### src/rtl/core/event_listener_table_dispatch_unit_assert.svh
// assertion macros for the listener table
`ifndef EVENT_LISTENER_TABLE_DISPATCH_UNIT_ASSERT_SVH
`define EVENT_LISTENER_TABLE_DISPATCH_UNIT_ASSERT_SVH

`ifndef SYNTHESIS

`define ELT_ASSERT_IMP(lbl, ante, cons) \
  lbl: assert property (@(posedge clk_i) disable iff (!rst_ni) (ante) |-> (cons)) \
    else $error("listener table assertion failed");

`define ELT_ASSERT_NXT(lbl, ante, cons) \
  lbl: assert property (@(posedge clk_i) disable iff (!rst_ni) (ante) |=> (cons)) \
    else $error("listener table assertion failed");

`else

`define ELT_ASSERT_IMP(lbl, ante, cons)

`define ELT_ASSERT_NXT(lbl, ante, cons)

`endif

`endif

### src/rtl/core/elt_pkg.sv
`default_nettype none

package elt_pkg;

  localparam logic [2:0] MODE_ADD_APPEND = 3'd0;
  localparam logic [2:0] MODE_ADD_OVER   = 3'd1;
  localparam logic [2:0] MODE_REMOVE     = 3'd2;
  localparam logic [2:0] MODE_SET_EN     = 3'd3;
  localparam logic [2:0] MODE_QUERY      = 3'd4;
  localparam logic [2:0] MODE_DISPATCH   = 3'd5;

  localparam int unsigned CFG_IDX_W = 1;
  localparam logic [CFG_IDX_W-1:0] CFG_DEF_HANDLER = 1'b0;
  localparam logic [CFG_IDX_W-1:0] CFG_DEF_ENABLE  = 1'b1;

  typedef struct packed {
    logic [15:0] code;
    logic [7:0]  handler;
    logic        en;
  } entry_t;

  typedef struct packed {
    logic code_eq;
    logic h_eq;
    logic h_nz;
    logic en;
  } cmp_t;

endpackage

`default_nettype wire

### src/rtl/core/elt_ram.sv
`default_nettype none

module elt_ram #(
  parameter int unsigned WIDTH = 25,
  parameter int unsigned DEPTH = 16
) (
  input  wire logic                                   clk_i,
  input  wire logic                                   we_i,
  input  wire logic [((DEPTH > 1) ? $clog2(DEPTH) : 1)-1:0] waddr_i,
  input  wire logic [WIDTH-1:0]                       wdata_i,
  input  wire logic [((DEPTH > 1) ? $clog2(DEPTH) : 1)-1:0] raddr_i,
  output logic      [WIDTH-1:0]                       rdata_o
);

  logic [WIDTH-1:0] mem_q [DEPTH];

  always_ff @(posedge clk_i) begin
    if (we_i) begin
      mem_q[waddr_i] <= wdata_i;
    end
    rdata_o <= mem_q[raddr_i];
  end

endmodule

`default_nettype wire

### src/rtl/core/elt_cmp.sv
`default_nettype none

module elt_cmp (
  input  wire logic            [15:0] code_i,
  input  wire logic            [7:0]  handler_i,
  input  wire elt_pkg::entry_t        entry_i,
  output elt_pkg::cmp_t               cmp_o
);

  always_comb begin
    cmp_o.code_eq = (entry_i.code == code_i);
    cmp_o.h_eq    = (entry_i.handler == handler_i);
    cmp_o.h_nz    = (entry_i.handler != 8'd0);
    cmp_o.en      = entry_i.en;
  end

endmodule

`default_nettype wire

### src/rtl/core/event_listener_table_dispatch_unit.sv
// channel   direction  handshake                        payload
// command   in         start_i high while busy_o low    mode_i, event_code_i, handler_id_i,
//                                                       enable_value_i, event_param_i
// result    out        res_valid_o for one cycle        is_call_o, ok_o, call_handler_o,
//                                                       call_code_o, call_param_o, last_o
// config    in         cfg_valid_i and cfg_ready_o      cfg_index_i, cfg_data_i
//
// add append, unused modes and add overwrite with handler 0: answer next cycle, never busy.
// other modes read one entry per cycle through the single ram read port and stay busy
// until the scan ends or, except for dispatch, stops at a hit; remove then shifts the later
// entries down. dispatch calls come out during the scan, last at end.
// rst_ni clears the entry count and config registers; the table itself is not cleared.
// the receiver cannot stall, config is always ready.
`default_nettype none

`include "event_listener_table_dispatch_unit_assert.svh"

module event_listener_table_dispatch_unit #(
  parameter int unsigned TABLE_DEPTH = 16
) (
  input  wire logic                          clk_i,
  input  wire logic                          rst_ni,
  input  wire logic                          start_i,
  output logic                               busy_o,
  input  wire logic        [2:0]             mode_i,
  input  wire logic signed [15:0]            event_code_i,
  input  wire logic        [7:0]             handler_id_i,
  input  wire logic                          enable_value_i,
  input  wire logic signed [15:0]            event_param_i,
  output logic                               res_valid_o,
  output logic                               is_call_o,
  output logic                               ok_o,
  output logic             [7:0]             call_handler_o,
  output logic signed      [15:0]            call_code_o,
  output logic signed      [15:0]            call_param_o,
  output logic                               last_o,
  input  wire logic                          cfg_valid_i,
  output logic                               cfg_ready_o,
  input  wire logic [elt_pkg::CFG_IDX_W-1:0] cfg_index_i,
  input  wire logic        [7:0]             cfg_data_i
);

  localparam int unsigned AW = (TABLE_DEPTH > 1) ? $clog2(TABLE_DEPTH) : 1;
  localparam int unsigned CW = $clog2(TABLE_DEPTH + 1);
  localparam int unsigned EW = $bits(elt_pkg::entry_t);
  localparam logic [CW-1:0] DEPTH_C = CW'(TABLE_DEPTH);

  localparam logic [1:0] ST_IDLE  = 2'd0;
  localparam logic [1:0] ST_SCAN  = 2'd1;
  localparam logic [1:0] ST_SHIFT = 2'd2;

  logic [1:0]         state_q, state_d;
  logic [2:0]         op_mode_q, op_mode_d;
  logic [15:0]        op_code_q, op_code_d;
  logic [7:0]         op_h_q, op_h_d;
  logic               op_en_q, op_en_d;
  logic [15:0]        op_param_q, op_param_d;
  logic [CW-1:0]      rd_idx_q, rd_idx_d;
  logic [CW-1:0]      count_q, count_d;
  logic               chk_vld_q, chk_vld_d;
  logic [AW-1:0]      chk_idx_q, chk_idx_d;
  logic               pend_q, pend_d;
  logic [7:0]         pend_h_q, pend_h_d;
  logic [7:0]         def_h_q;
  logic               def_en_q;

  logic               res_vld_q, res_vld_d;
  logic               is_call_q, is_call_d;
  logic               ok_q, ok_d;
  logic [7:0]         handler_q, handler_d;
  logic [15:0]        code_q, code_d;
  logic [15:0]        param_q, param_d;
  logic               last_q, last_d;

  logic               issue;
  logic               we;
  logic [AW-1:0]      waddr;
  elt_pkg::entry_t    wdata;
  logic [AW-1:0]      raddr;
  logic [EW-1:0]      rdata;
  elt_pkg::entry_t    rd_entry;
  elt_pkg::cmp_t      cmp;

  assign rd_entry = elt_pkg::entry_t'(rdata);

  elt_ram #(
    .WIDTH (EW),
    .DEPTH (TABLE_DEPTH)
  ) u_ram (
    .clk_i   (clk_i),
    .we_i    (we),
    .waddr_i (waddr),
    .wdata_i (wdata),
    .raddr_i (raddr),
    .rdata_o (rdata)
  );

  elt_cmp u_cmp (
    .code_i    (op_code_q),
    .handler_i (op_h_q),
    .entry_i   (rd_entry),
    .cmp_o     (cmp)
  );

  always_comb begin
    state_d    = state_q;
    op_mode_d  = op_mode_q;
    op_code_d  = op_code_q;
    op_h_d     = op_h_q;
    op_en_d    = op_en_q;
    op_param_d = op_param_q;
    rd_idx_d   = rd_idx_q;
    count_d    = count_q;
    chk_vld_d  = 1'b0;
    chk_idx_d  = rd_idx_q[AW-1:0];
    pend_d     = pend_q;
    pend_h_d   = pend_h_q;
    issue      = 1'b0;
    we         = 1'b0;
    waddr      = count_q[AW-1:0];
    wdata      = '0;
    raddr      = rd_idx_q[AW-1:0];
    res_vld_d  = 1'b0;
    is_call_d  = 1'b0;
    ok_d       = 1'b0;
    handler_d  = 8'd0;
    code_d     = 16'd0;
    param_d    = 16'd0;
    last_d     = 1'b1;

    case (state_q)
      ST_IDLE: begin
        if (start_i) begin
          op_mode_d  = mode_i;
          op_code_d  = event_code_i;
          op_h_d     = handler_id_i;
          op_en_d    = enable_value_i;
          op_param_d = event_param_i;
          rd_idx_d   = '0;
          pend_d     = 1'b0;
          case (mode_i)
            elt_pkg::MODE_ADD_APPEND: begin
              res_vld_d = 1'b1;
              if (handler_id_i != 8'd0 && count_q < DEPTH_C) begin
                we      = 1'b1;
                wdata   = '{code: event_code_i, handler: handler_id_i, en: 1'b1};
                count_d = count_q + CW'(1);
                ok_d    = 1'b1;
              end
            end
            elt_pkg::MODE_ADD_OVER: begin
              if (handler_id_i == 8'd0) begin
                res_vld_d = 1'b1;
              end else begin
                state_d = ST_SCAN;
              end
            end
            default: begin
              if (mode_i inside {elt_pkg::MODE_REMOVE, elt_pkg::MODE_SET_EN,
                                 elt_pkg::MODE_QUERY, elt_pkg::MODE_DISPATCH}) begin
                state_d = ST_SCAN;
              end else begin
                res_vld_d = 1'b1;
              end
            end
          endcase
        end
      end

      ST_SCAN: begin
        issue     = rd_idx_q < count_q;
        chk_vld_d = issue;
        if (issue) begin
          rd_idx_d = rd_idx_q + CW'(1);
        end
        if (chk_vld_q) begin
          if (op_mode_q == elt_pkg::MODE_DISPATCH) begin
            if (cmp.code_eq && cmp.en && cmp.h_nz) begin
              if (pend_q) begin
                res_vld_d = 1'b1;
                is_call_d = 1'b1;
                ok_d      = 1'b1;
                handler_d = pend_h_q;
                code_d    = op_code_q;
                param_d   = op_param_q;
                last_d    = 1'b0;
              end
              pend_d   = 1'b1;
              pend_h_d = rd_entry.handler;
            end
          end else if (cmp.code_eq && (cmp.h_eq || op_mode_q == elt_pkg::MODE_ADD_OVER)) begin
            chk_vld_d = 1'b0;
            state_d   = ST_IDLE;
            case (op_mode_q)
              elt_pkg::MODE_ADD_OVER: begin
                we        = 1'b1;
                waddr     = chk_idx_q;
                wdata     = '{code: op_code_q, handler: op_h_q, en: 1'b1};
                res_vld_d = 1'b1;
                ok_d      = 1'b1;
              end
              elt_pkg::MODE_SET_EN: begin
                we        = 1'b1;
                waddr     = chk_idx_q;
                wdata     = '{code: op_code_q, handler: op_h_q, en: op_en_q};
                res_vld_d = 1'b1;
                ok_d      = 1'b1;
              end
              elt_pkg::MODE_QUERY: begin
                res_vld_d = 1'b1;
                ok_d      = cmp.en;
              end
              elt_pkg::MODE_REMOVE: begin
                state_d  = ST_SHIFT;
                rd_idx_d = CW'(chk_idx_q) + CW'(1);
              end
              default: begin
                res_vld_d = 1'b1;
              end
            endcase
          end
        end else if (!issue) begin
          state_d = ST_IDLE;
          case (op_mode_q)
            elt_pkg::MODE_ADD_OVER: begin
              res_vld_d = 1'b1;
              if (count_q < DEPTH_C) begin
                we      = 1'b1;
                wdata   = '{code: op_code_q, handler: op_h_q, en: 1'b1};
                count_d = count_q + CW'(1);
                ok_d    = 1'b1;
              end
            end
            elt_pkg::MODE_DISPATCH: begin
              code_d  = op_code_q;
              param_d = op_param_q;
              ok_d    = 1'b1;
              if (pend_q) begin
                res_vld_d = 1'b1;
                is_call_d = 1'b1;
                handler_d = pend_h_q;
              end else if (def_h_q != 8'd0 && def_en_q) begin
                res_vld_d = 1'b1;
                is_call_d = 1'b1;
                handler_d = def_h_q;
              end
            end
            default: begin
              res_vld_d = 1'b1;
            end
          endcase
        end
      end

      ST_SHIFT: begin
        issue     = rd_idx_q < count_q;
        chk_vld_d = issue;
        if (issue) begin
          rd_idx_d = rd_idx_q + CW'(1);
        end
        if (chk_vld_q) begin
          we    = 1'b1;
          waddr = chk_idx_q - AW'(1);
          wdata = rd_entry;
        end else if (!issue) begin
          state_d   = ST_IDLE;
          count_d   = count_q - CW'(1);
          res_vld_d = 1'b1;
          ok_d      = 1'b1;
        end
      end

      default: begin
        state_d = ST_IDLE;
      end
    endcase
  end

  always_ff @(posedge clk_i or negedge rst_ni) begin
    if (!rst_ni) begin
      state_q   <= ST_IDLE;
      count_q   <= '0;
      chk_vld_q <= 1'b0;
      pend_q    <= 1'b0;
      res_vld_q <= 1'b0;
      def_h_q   <= 8'd0;
      def_en_q  <= 1'b0;
    end else begin
      state_q   <= state_d;
      count_q   <= count_d;
      chk_vld_q <= chk_vld_d;
      pend_q    <= pend_d;
      res_vld_q <= res_vld_d;
      if (cfg_valid_i) begin
        case (cfg_index_i)
          elt_pkg::CFG_DEF_HANDLER: def_h_q  <= cfg_data_i;
          elt_pkg::CFG_DEF_ENABLE:  def_en_q <= cfg_data_i[0];
          default: ;
        endcase
      end
    end
  end

  always_ff @(posedge clk_i) begin
    op_mode_q  <= op_mode_d;
    op_code_q  <= op_code_d;
    op_h_q     <= op_h_d;
    op_en_q    <= op_en_d;
    op_param_q <= op_param_d;
    rd_idx_q   <= rd_idx_d;
    chk_idx_q  <= chk_idx_d;
    pend_h_q   <= pend_h_d;
    is_call_q  <= is_call_d;
    ok_q       <= ok_d;
    handler_q  <= handler_d;
    code_q     <= code_d;
    param_q    <= param_d;
    last_q     <= last_d;
  end

  assign busy_o         = (state_q != ST_IDLE);
  assign cfg_ready_o    = 1'b1;
  assign res_valid_o    = res_vld_q;
  assign is_call_o      = is_call_q;
  assign ok_o           = ok_q;
  assign call_handler_o = handler_q;
  assign call_code_o    = code_q;
  assign call_param_o   = param_q;
  assign last_o         = last_q;

  // table never overfills
  `ELT_ASSERT_IMP(a_count_max, 1'b1, count_q <= DEPTH_C)
  // answers are single beats
  `ELT_ASSERT_IMP(a_answer_last, res_vld_q && !is_call_q, last_q)
  // dispatch always enters the scan
  `ELT_ASSERT_NXT(a_dispatch_scan, start_i && !busy_o && mode_i == elt_pkg::MODE_DISPATCH,
                  busy_o)
  // shift always ends with a successful answer as it goes idle
  `ELT_ASSERT_NXT(a_shift_done, state_q == ST_SHIFT && state_d == ST_IDLE,
                  res_vld_q && ok_q && !is_call_q)

endmodule

`default_nettype wire

### config.mk
export PLATFORM = sky130hd
export DESIGN_NAME = event_listener_table_dispatch_unit
export DESIGN_NICKNAME = d
export VERILOG_FILES = /design/src/rtl/core/elt_pkg.sv /design/src/rtl/core/elt_ram.sv /design/src/rtl/core/elt_cmp.sv /design/src/rtl/core/event_listener_table_dispatch_unit.sv
export VERILOG_INCLUDE_DIRS = /design/src /design/src/rtl/core
export SDC_FILE = /design/constraint.sdc
export NUM_CORES = 1
export LEC_CHECK = 0
export CORE_UTILIZATION = 45
export DETAILED_ROUTE_END_ITERATION = 10
export DONT_BUFFER_PORTS = 1
export PLACE_DENSITY_LB_ADDON = 0.05
export SLEW_MARGIN = 10
export SYNTH_ARGS = -nofsm -noshare
export SYNTH_HDL_FRONTEND = slang
export SYNTH_SLANG_ARGS = --single-unit
### constraint.sdc
create_clock -name clk_i -period 6.1 [get_ports clk_i]
set_clock_uncertainty 0.2 [all_clocks]
set_input_delay 0.915 -clock clk_i [delete_from_list [all_inputs] [get_ports clk_i]]
set_output_delay 0.915 -clock clk_i [all_outputs]
set_load 0.1 [all_outputs]
==> flow_summary.json, run 1 <==
{
  "clk_latency_ns": 0.62,
  "synthArstFlopShare_pct": 3.467,
  "setup_viol": 0,
  "cts_resized": 0,
  "fmax_mhz": 233.8,
  "hold_path_class": "in -> reg",
  "wl_per_cell_um": 29.30,
  "synth_area_um2": 21240,
  "cts_num_sinks": 548,
  "final_cell_mix": "edfxtp_1, mux4_2, dfxtp_1",
  "setup_tns_ns": 0,
  "mostFrequentLayoutCell": "edfxtp_1",
  "die_x_um": 219.2,
  "drive_above_1_share_pct": 25.75,
  "ys_types": 75,
  "cts_setup_buffers": 0,
  "max_stage_delay_ns": 0.73,
  "p_per_area_nw_per_um2": 406.5,
  "synth_seq_cells": 548,
  "drt_first_pass_iters": 5,
  "ir_worst_vdd_mv": 0.3634,
  "antenna_found_initial": 0,
  "cts_hold_buf": 1,
  "nets": 1191,
  "rsz0062_at_grt": "no",
  "port_buffers": 0,
  "dp.cells": 1667,
  "grt_pass1_vias": 10530,
  "die-area_um2": 48070,
  "cp_cell_sequence": "inv_1 -> ha_2 -> buf_4 -> and2_0 -> nand2_1 -> nor4_2 -> nor3_4 -> nand2b_2 -> nor3_2 -> buf_4",
  "first_iter_violations": 1150,
  "status": "finished clean",
  "max_slew_margin_pct": 31.70,
  "cts_tree": "built",
  "max-cap-violations": 0,
  "crit_fanout": 27,
  "synth_nets": 1154,
  "die_h_um": 219.2,
  "power_leakage_nw": 8.788,
  "critical_path_class": "reg -> reg",
  "grt_usage_pct": 22.29,
  "rows": 79,
  "cp-start-kind": "flip-flop",
  "grt_overflow": 0,
  "finalMaxSlewViolations": 0,
  "synth_ff_type": "edfxtp_1",
  "postRouteWirelength_mm": 51.92,
  "gp_congestion": 0.7791,
  "avgSynthCellArea_um2": 19.63,
  "drt-vias-per-instance": 5.912,
  "layout.cells.non_filler": 1772,
  "fin_crit_ns": 4.277,
  "initial_core_util_pct": 45.62,
  "worst_slew_pin_slew_ns": 1.025,
  "yosys_warnings": 0,
  "antenna_cells": 0,
  "grt_pass1_wl_mm": 75.19,
  "cp.arrival_ns": 4.34,
  "clk_path_buf_depth": 3,
  "cp_top_family": "simple AND/OR/NAND/NOR gates",
  "cts_buffers": 56,
  "detail-route-antenna-nets": 0,
  "hpwl_mm": 29.53,
  "synth_edf_count": 457,
  "path_clk_slew_ns": 0.07,
  "vias": 10480,
  "root_buffer": "clkbuf_16",
  "cp_slowest_cell": "nor3_2",
  "postSynthCellCount": 1082,
  "cp.required_ns": 6.17,
  "htree_levels": 2,
  "grt_max_degree": 105,
  "critPathBufInv": 3,
  "finalHoldViolCount": 0,
  "area_delta_synth_final_pct": 13.20,
  "cp-end-kind": "flip-flop",
  "ys_seq_area_share_pct": 73.64,
  "fin_crit_sh_pct": 70.11,
  "coreArea_um2": 46560,
  "crit_top_cell": "buf_4",
  "io_pins": 103,
  "drc": 0
}
[layout make-up]
type                    instances  area [um^2]
well taps                     607        759.5
fillers                      3753        22520
clock inverters                33        325.3
clock buffers                  71         1538
repair buffers                 36        335.3
inverters                      17        63.81
flip-flops and latches        548        15640
multi-input cells             460         5379
[metrics by stage]
stage               hold slack (ns)  cell area [um^2]  worst slack, ns  power, mW  util [%]
floorplan                    0.1746             21240           0.9416      5.884         -
global placement             0.2533             22170            1.658      6.417     47.61
detailed placement           0.2594             22170            1.644      6.415     47.61
CTS                          0.1519             24040            1.759      9.897     51.64
global route                 0.1625             24040            1.541      10.17     51.64
finish                       0.1951             24040            1.823      9.772     51.64
[where the power goes]
group	internal, mW	switching, mW	leakage [nW]
Sequential	4.26	0.277	5.83
Clock	2.03	1.43	0.932
Combinational	0.682	1.09	2.03
[synthesized netlist by cell type (11+ instances only)]
cell type	number	area share [%]
and3_1	32	0.94
xnor2_1	14	0.58
a21oi_1	15	0.35
ha_1	14	0.82
a222oi_1	24	1.1
nor2_1	36	0.64
dfxtp_1	72	6.8
nor3_1	16	0.38
o21ai_0	12	0.28
buf_2	11	0.26
mux4_2	125	13
dfrtp_1	19	2.2
xor2_1	23	0.95
edfxtp_1	457	65
clkbuf_1	33	0.58
inv_1	17	0.30
nand2_1	22	0.39
[worst paths after layout]
check,endpoint,start,depth (start not counted),slack [ns]
max,u_ram.mem_q[6][6]$_DFFE_PP_,state_q[1]$_DFFE_PN0P_,10,1.82
min,op_param_q[6]$_DFFE_PP_,event_param_i[6],0,0.20
max reg2reg,u_ram.mem_q[6][6]$_DFFE_PP_,state_q[1]$_DFFE_PN0P_,10,1.82
min reg2reg,call_param_o[10]$_SDFF_PN0_,op_param_q[10]$_DFFE_PP_,1,0.27
max in group asynchronous,def_h_q[7]$_DFFE_PN0P_,rst_ni,1,4.40
min in group asynchronous,chk_vld_q$_DFF_PN0_,rst_ni,1,0.70
[routing by layer]
metal / track usage, % / wire, um / up-vias
met5: 0 / 0 / -
met4: 4.907 / 942 / 0
met3: 5.031 / 3175 / 69
met2: 35.82 / 25320 / 334
met1: 31.14 / 22480 / 5551
li1: - / - / 4522
[state kept, by name, summed over array words and instances (netlist names)]
signal / cells
call_param_o: 16
state_q: 2
is_call_o: 1
last_o: 1
op_code_q: 16
call_code_o: 16
chk_vld_q: 1
call_handler_o: 8
def_en_q: 1
op_en_q: 1
u_ram.mem_q: 400
pend_q: 1
def_h_q: 8
u_ram.rdata_o: 25
chk_idx_q: 4
rd_idx_q: 5
pend_h_q: 8
res_valid_o: 1
op_param_q: 16
op_h_q: 8
count_q: 5
ok_o: 1
op_mode_q: 3
[worst register-to-register path, stage by stage, from the launching register on]
cell and delay (ns):
dfrtp_1 0.41, inv_1 0.11, ha_2 0.49, buf_4 0.38, and2_0 0.37, nand2_1 0.11, nor4_2 0.25, nor3_4 0.10
nand2b_2 0.24, nor3_2 0.73, buf_4 0.50
[cells by family (layout without fill, tap and decap cells)]
logic type / after synthesis / in the layout / synth area share [%]
AO/OA/AOI/OAI: 100 / 100 / 3.788
flip-flops: 548 / 548 / 73.64
adder cells (fa/ha/maj): 15 / 15 / 0.9191
other: 1 / 1 / 0.01766
multiplexers: 136 / 136 / 13.83
buffers and inverters: 74 / 157 / 1.490
XOR/XNOR: 37 / 37 / 1.526
AND/OR/NAND/NOR: 171 / 171 / 4.790
Note: power is estimated with default switching activity, not from simulation.
==> run 2, diff against run 1 <==
- clock period: 6.1 -> 3.7 ns (I/O delays scaled with it)
==> run 2 against run 1 <==
Effect of this change: critical path depth is 2 lower; total power is 65% higher; global-route usage grew 0.077 points; via count is 3.6% higher; first-iteration DRC count shrank 23%; cell count up 5.6%; utilization rose by 2.2 points; clock power up 58%; hold slack worse by 0.10 ns.
==> flow_summary.json, run 2 (synthesis results as in run 1) <==
{
  "grt_usage_pct": 22.37,
  "mostFrequentLayoutCell": "edfxtp_1",
  "fin_crit_ns": 3.447,
  "cts_tree": "built",
  "drt_first_pass_iters": 6,
  "htree_levels": 2,
  "rsz0062_at_grt": "no",
  "p_per_area_nw_per_um2": 644.0,
  "status": "finished clean",
  "gp_congestion": 0.8201,
  "cp.arrival_ns": 3.58,
  "max_stage_delay_ns": 0.72,
  "finalHoldViolCount": 0,
  "regMostFlops": "u_ram.mem_q",
  "hpwl_mm": 31.73,
  "cp_cell_sequence": "xor2_1 -> nor4_4 -> and4_1 -> nand3_1 -> a211oi_2 -> buf_4 -> nor3_4 -> buf_4",
  "die_x_um": 219.2,
  "cts_buffers": 57,
  "first_iter_violations": 889,
  "top_regs": "u_ram.mem_q: 400 flops, u_ram.rdata_o: 25 flops",
  "cp.required_ns": 3.83,
  "nets": 1289,
  "drive_above_1_share_pct": 26.15,
  "cp-start-kind": "flip-flop",
  "final_area_um2": 25090,
  "path_clk_slew_ns": 0.06,
  "worst_slew_pin_slew_ns": 1.013,
  "max-cap-violations": 0,
  "coreArea_um2": 46560,
  "largest_reg_flops": 400,
  "hold_path_class": "in -> reg",
  "die-area_um2": 48070,
  "root_buffer": "clkbuf_16",
  "clk_path_buf_depth": 3,
  "finalMaxSlewViolations": 0,
  "rows": 79,
  "antenna_found_initial": 4,
  "grt_max_degree": 105,
  "port_buffers": 0,
  "setup_viol": 0,
  "area_delta_synth_final_pct": 18.13,
  "crit_fanout": 11,
  "cts_num_sinks": 548,
  "place_area_um2": 22760,
  "initial_core_util_pct": 45.62,
  "drt-vias-per-instance": 5.799,
  "die_h_um": 219.2,
  "crit_top_cell": "buf_4",
  "grt_pass1_vias": 11170,
  "fmax_mhz": 290.1,
  "cp_slowest_cell": "a211oi_2",
  "max_slew_margin_pct": 32.40,
  "fillerInstances": 3670,
  "final_cell_mix": "edfxtp_1, mux4_2, dfxtp_1",
  "critical_path_class": "reg -> reg",
  "cts_setup_buffers": 0,
  "grt_overflow": 0,
  "power_leakage_nw": 9.270,
  "grt_pass1_wl_mm": 76.38,
  "wl_per_cell_um": 27.67,
  "clk_latency_ns": 0.61,
  "ir_worst_vdd_mv": 0.6543,
  "detail-route-antenna-nets": 0,
  "fin_crit_sh_pct": 93.16,
  "drc": 0,
  "postRouteWirelength_mm": 51.79,
  "setup_tns_ns": 0,
  "cp-end-kind": "flip-flop",
  "vias": 10860,
  "io_pins": 103
}
## run 2: routing by layer
metal	global-route usage, %	wire length (um)
met2	35.86	24930
met1	31.36	22990
met4	6.667	1194
met5	0	0
met3	3.936	2673
## run 2: path summary, 6_finish.rpt
| check | slack (ns) | to | cells after the start | startpoint |
|---|---|---|---|---|
| worst min-delay path | 0.09 | pend_q$_DFFE_PN0P_ | 3 | start_i |
| max in group asynchronous | 2.35 | state_q[0]$_DFFE_PN0P_ | 1 | rst_ni |
| worst max-delay path | 0.25 | u_ram.mem_q[14][23]$_DFFE_PP_ | 8 | op_code_q[8]$_DFFE_PP_ |
| worst max register to register | 0.25 | u_ram.mem_q[14][23]$_DFFE_PP_ | 8 | op_code_q[8]$_DFFE_PP_ |
| worst min register to register | 0.27 | call_param_o[13]$_SDFF_PN0_ | 1 | op_param_q[13]$_DFFE_PP_ |
| min in group asynchronous | 0.36 | def_h_q[6]$_DFFE_PN0P_ | 1 | rst_ni |
## run 2: worst max-delay path, delay by kind of cell, from the launching register on
family / cells / cell delay [ns]
flops: 1 / 0.43
compound gates: 1 / 0.72
buf+inv: 2 / 0.55
xor+xnor: 1 / 0.21
simple gates: 4 / 1.05
## run 2: through the flow
| stage | utilization, % | total power, mW | setup slack [ns] | instances | hold WS (ns) |
|---|---|---|---|---|---|
| 2_1_floorplan | - | 9.816 | 0.00002709 | 1082 | 0.05941 |
| 3_3_place_gp | 48.89 | 10.80 | 0.2631 | 1710 | 0.05999 |
| 3_5_place_dp | 48.89 | 10.80 | 0.2142 | 1710 | 0.05988 |
| 4_1_cts | 53.87 | 16.34 | 0.1951 | 1869 | 0.06438 |
| 5_1_grt | 53.89 | 16.81 | 0.08336 | 1872 | 0.09939 |
| 6_report | 53.89 | 16.16 | 0.2529 | 1872 | 0.09481 |
## run 2: power breakdown
group          total [mW]  internal, mW  switching, mW
Sequential           7.44          7.03          0.413
Clock                5.46          3.13           2.33
Combinational        3.25          1.26           1.99
## run 2: final cells by class
type                    count  area, um^2  area share (%)
flip-flops and latches    548       15640           62.34
multi-input cells         460        5460           21.76
repair buffers            133        1386           5.526
diodes                      3       7.507         0.02992
clock inverters            25       216.5          0.8628
clock buffers              79        1550           6.179
inverters                  17       67.56          0.2693
well taps                 607       759.5           3.027
## run 2: what timing repair did
action | 4_1_cts | 5_1_grt
endpoints found under the setup margin | 0 | 0
gates resized for setup | 0 | 0
hold buffers | 55 | 0
hold endpoints to repair | 72 | 0
==> run 3, diff against run 2 <==
- CORE_UTILIZATION: 45 -> 24
==> run 3 against run 2 <==
Effect of this change: cell count is 33% higher; routed wire length grew 30%; total power rose by 10%; worst setup slack worse by 0.14 ns; flip-flop and latch count unchanged; critical path type unchanged; largest cell class unchanged; highest routed layer unchanged.
==> flow_summary.json, run 3 (synthesis results as in run 1) <==
{
  "root_buffer": "clkbuf_16",
  "grt_pass1_wl_mm": 95.11,
  "p_per_area_nw_per_um2": 660.9,
  "cp-end-kind": "flip-flop",
  "cts_num_sinks": 548,
  "seqPwrFrac_pct": 41.7,
  "postRouteWirelength_mm": 67.26,
  "finalMaxSlewViolations": 0,
  "coreArea_um2": 87160,
  "fillerInstances": 8475,
  "antenna_found_initial": 6,
  "total_power_mw": 17.84,
  "power_switching_mw": 5.298,
  "largest_reg_flops": 400,
  "setup_viol": 0,
  "cp_top_family": "simple AND/OR/NAND/NOR gates",
  "crit_fanout": 16,
  "max-cap-violations": 0,
  "power_leakage_nw": 9.838,
  "wl_per_cell_um": 27.09,
  "swShare_pct": 29.70,
  "clk_path_buf_depth": 3,
  "die_x_um": 299.5,
  "worst_slew_pin_slew_ns": 1.018,
  "max_stage_delay_ns": 0.42,
  "grt_overflow": 0,
  "htree_levels": 3,
  "area_delta_synth_final_pct": 27.07,
  "rows": 108,
  "status": "finished clean",
  "cp_slowest_cell": "edfxtp_1",
  "cts_tree": "built",
  "finalHoldViolCount": 0,
  "cp_cell_sequence": "xor2_1 -> nor4_2 -> buf_4 -> nand4_4 -> buf_4 -> o311a_1 -> nor3_4 -> nand2b_2 -> nor3_4 -> buf_12",
  "critical_path_class": "reg -> reg",
  "hpwl_mm": 43.14,
  "clockPowerShare_pct": 38.2,
  "vias": 11200,
  "cts_buffers": 67,
  "fmax_mhz": 278.9,
  "cp-start-kind": "flip-flop",
  "grt_pass1_vias": 11730,
  "drt-vias-per-instance": 4.509,
  "port_buffers": 0,
  "first_iter_violations": 869,
  "drc": 0,
  "final_cell_mix": "edfxtp_1, mux4_2, buf_4",
  "drt_first_pass_iters": 9,
  "hold_path_class": "in -> reg",
  "max_slew_margin_pct": 31.92,
  "fin_crit_sh_pct": 96.91,
  "critPathBufInv": 3,
  "path_clk_slew_ns": 0.06,
  "drive_above_1_share_pct": 30.69,
  "grt_usage_pct": 15.13,
  "whs_ns": 0.08249,
  "detail-route-antenna-nets": 0,
  "grt_max_degree": 105,
  "io_pins": 103,
  "cp.arrival_ns": 3.68,
  "die_h_um": 299.5,
  "rsz0062_at_grt": "no",
  "nets": 1345,
  "regMostFlops": "u_ram.mem_q",
  "p_int_mw": 12.54,
  "initial_core_util_pct": 24.37,
  "top_regs": "u_ram.mem_q: 400 flops, u_ram.rdata_o: 25 flops",
  "cp.required_ns": 3.79,
  "clk_latency_ns": 0.60,
  "gp_congestion": 0.7383,
  "mostFrequentLayoutCell": "edfxtp_1",
  "die-area_um2": 89690,
  "power_frac_comb_pct": 20.1,
  "fin_crit_ns": 3.586,
  "ir_worst_vdd_mv": 0.4171
}
[run 3: metrics by stage]
step	utilization (%)	instances	setup TNS [ns]	worst slack (ns)	instance area, um^2
5_1_grt	30.96	2483	0	0.01899	26990
6_report	30.96	2483	0	0.1144	26990
3_3_place_gp	27.58	2296	-10.24	-0.2153	24040
2_1_floorplan	-	1082	0	0.00002709	21410
3_5_place_dp	27.58	2296	-4.332	-0.1417	24040
4_1_cts	30.85	2476	0	0.007153	26880
[run 3: cell type report]
type,count,area (um^2),share of cell area [%]
sequential,548,15640,57.95
antenna,2,5.005,0.01855
timing repair buffer,179,2092,7.752
multi-input combinational,460,5479,20.30
clock inverter,34,419.2,1.553
inverter,17,67.56,0.2504
tap,1155,1445,5.355
clock buffer,88,1839,6.815
[run 3: worst paths after layout]
kind | cells after the start | startpoint | to | slack, ns
max | 10 | op_code_q[11]$_DFFE_PP_ | u_ram.mem_q[8][21]$_DFFE_PP_ | 0.11
min | 3 | start_i | pend_q$_DFFE_PN0P_ | 0.08
max reg2reg | 10 | op_code_q[11]$_DFFE_PP_ | u_ram.mem_q[8][21]$_DFFE_PP_ | 0.11
min reg2reg | 1 | op_param_q[0]$_DFFE_PP_ | call_param_o[0]$_SDFF_PN0_ | 0.27
max in group asynchronous | 1 | rst_ni | def_h_q[6]$_DFFE_PN0P_ | 2.30
min in group asynchronous | 1 | rst_ni | chk_vld_q$_DFF_PN0_ | 0.38
[run 3: power groups by stage]
stage | logic (mW) | registers, mW | clock network [mW]
after CTS | 3.71 | 7.43 | 7.07
after global placement | 3.68 | 7.56 | 0
after detailed placement | 3.64 | 7.55 | 0
after floorplan | 2.35 | 7.46 | 0
after global routing | 3.89 | 7.46 | 7.29
final | 3.59 | 7.43 | 6.81
[run 3: what timing repair did]
item / in CTS / in global routing
endpoints found under the setup margin: 113 / 158
buffers inserted: 4 / 5
resized for setup: 2 / 4
endpoints found under the hold margin: 72 / 0
pin swaps: 4 / 4
hold buffers: 54 / 0
[run 3: worst min-delay path, cell delays in order]
cell	delay, ns
nand2b_1	0.11
a21oi_1	0.07
nor2_1	0.10
[run 3: per-layer routing]
layer	up-vias	wire length [um]	track usage, %
met2	281	31530	23.99
li1	4846	-	-
met1	5995	31170	21.16
met5	-	0	0
met4	0	1020	3.790
met3	74	3532	2.993
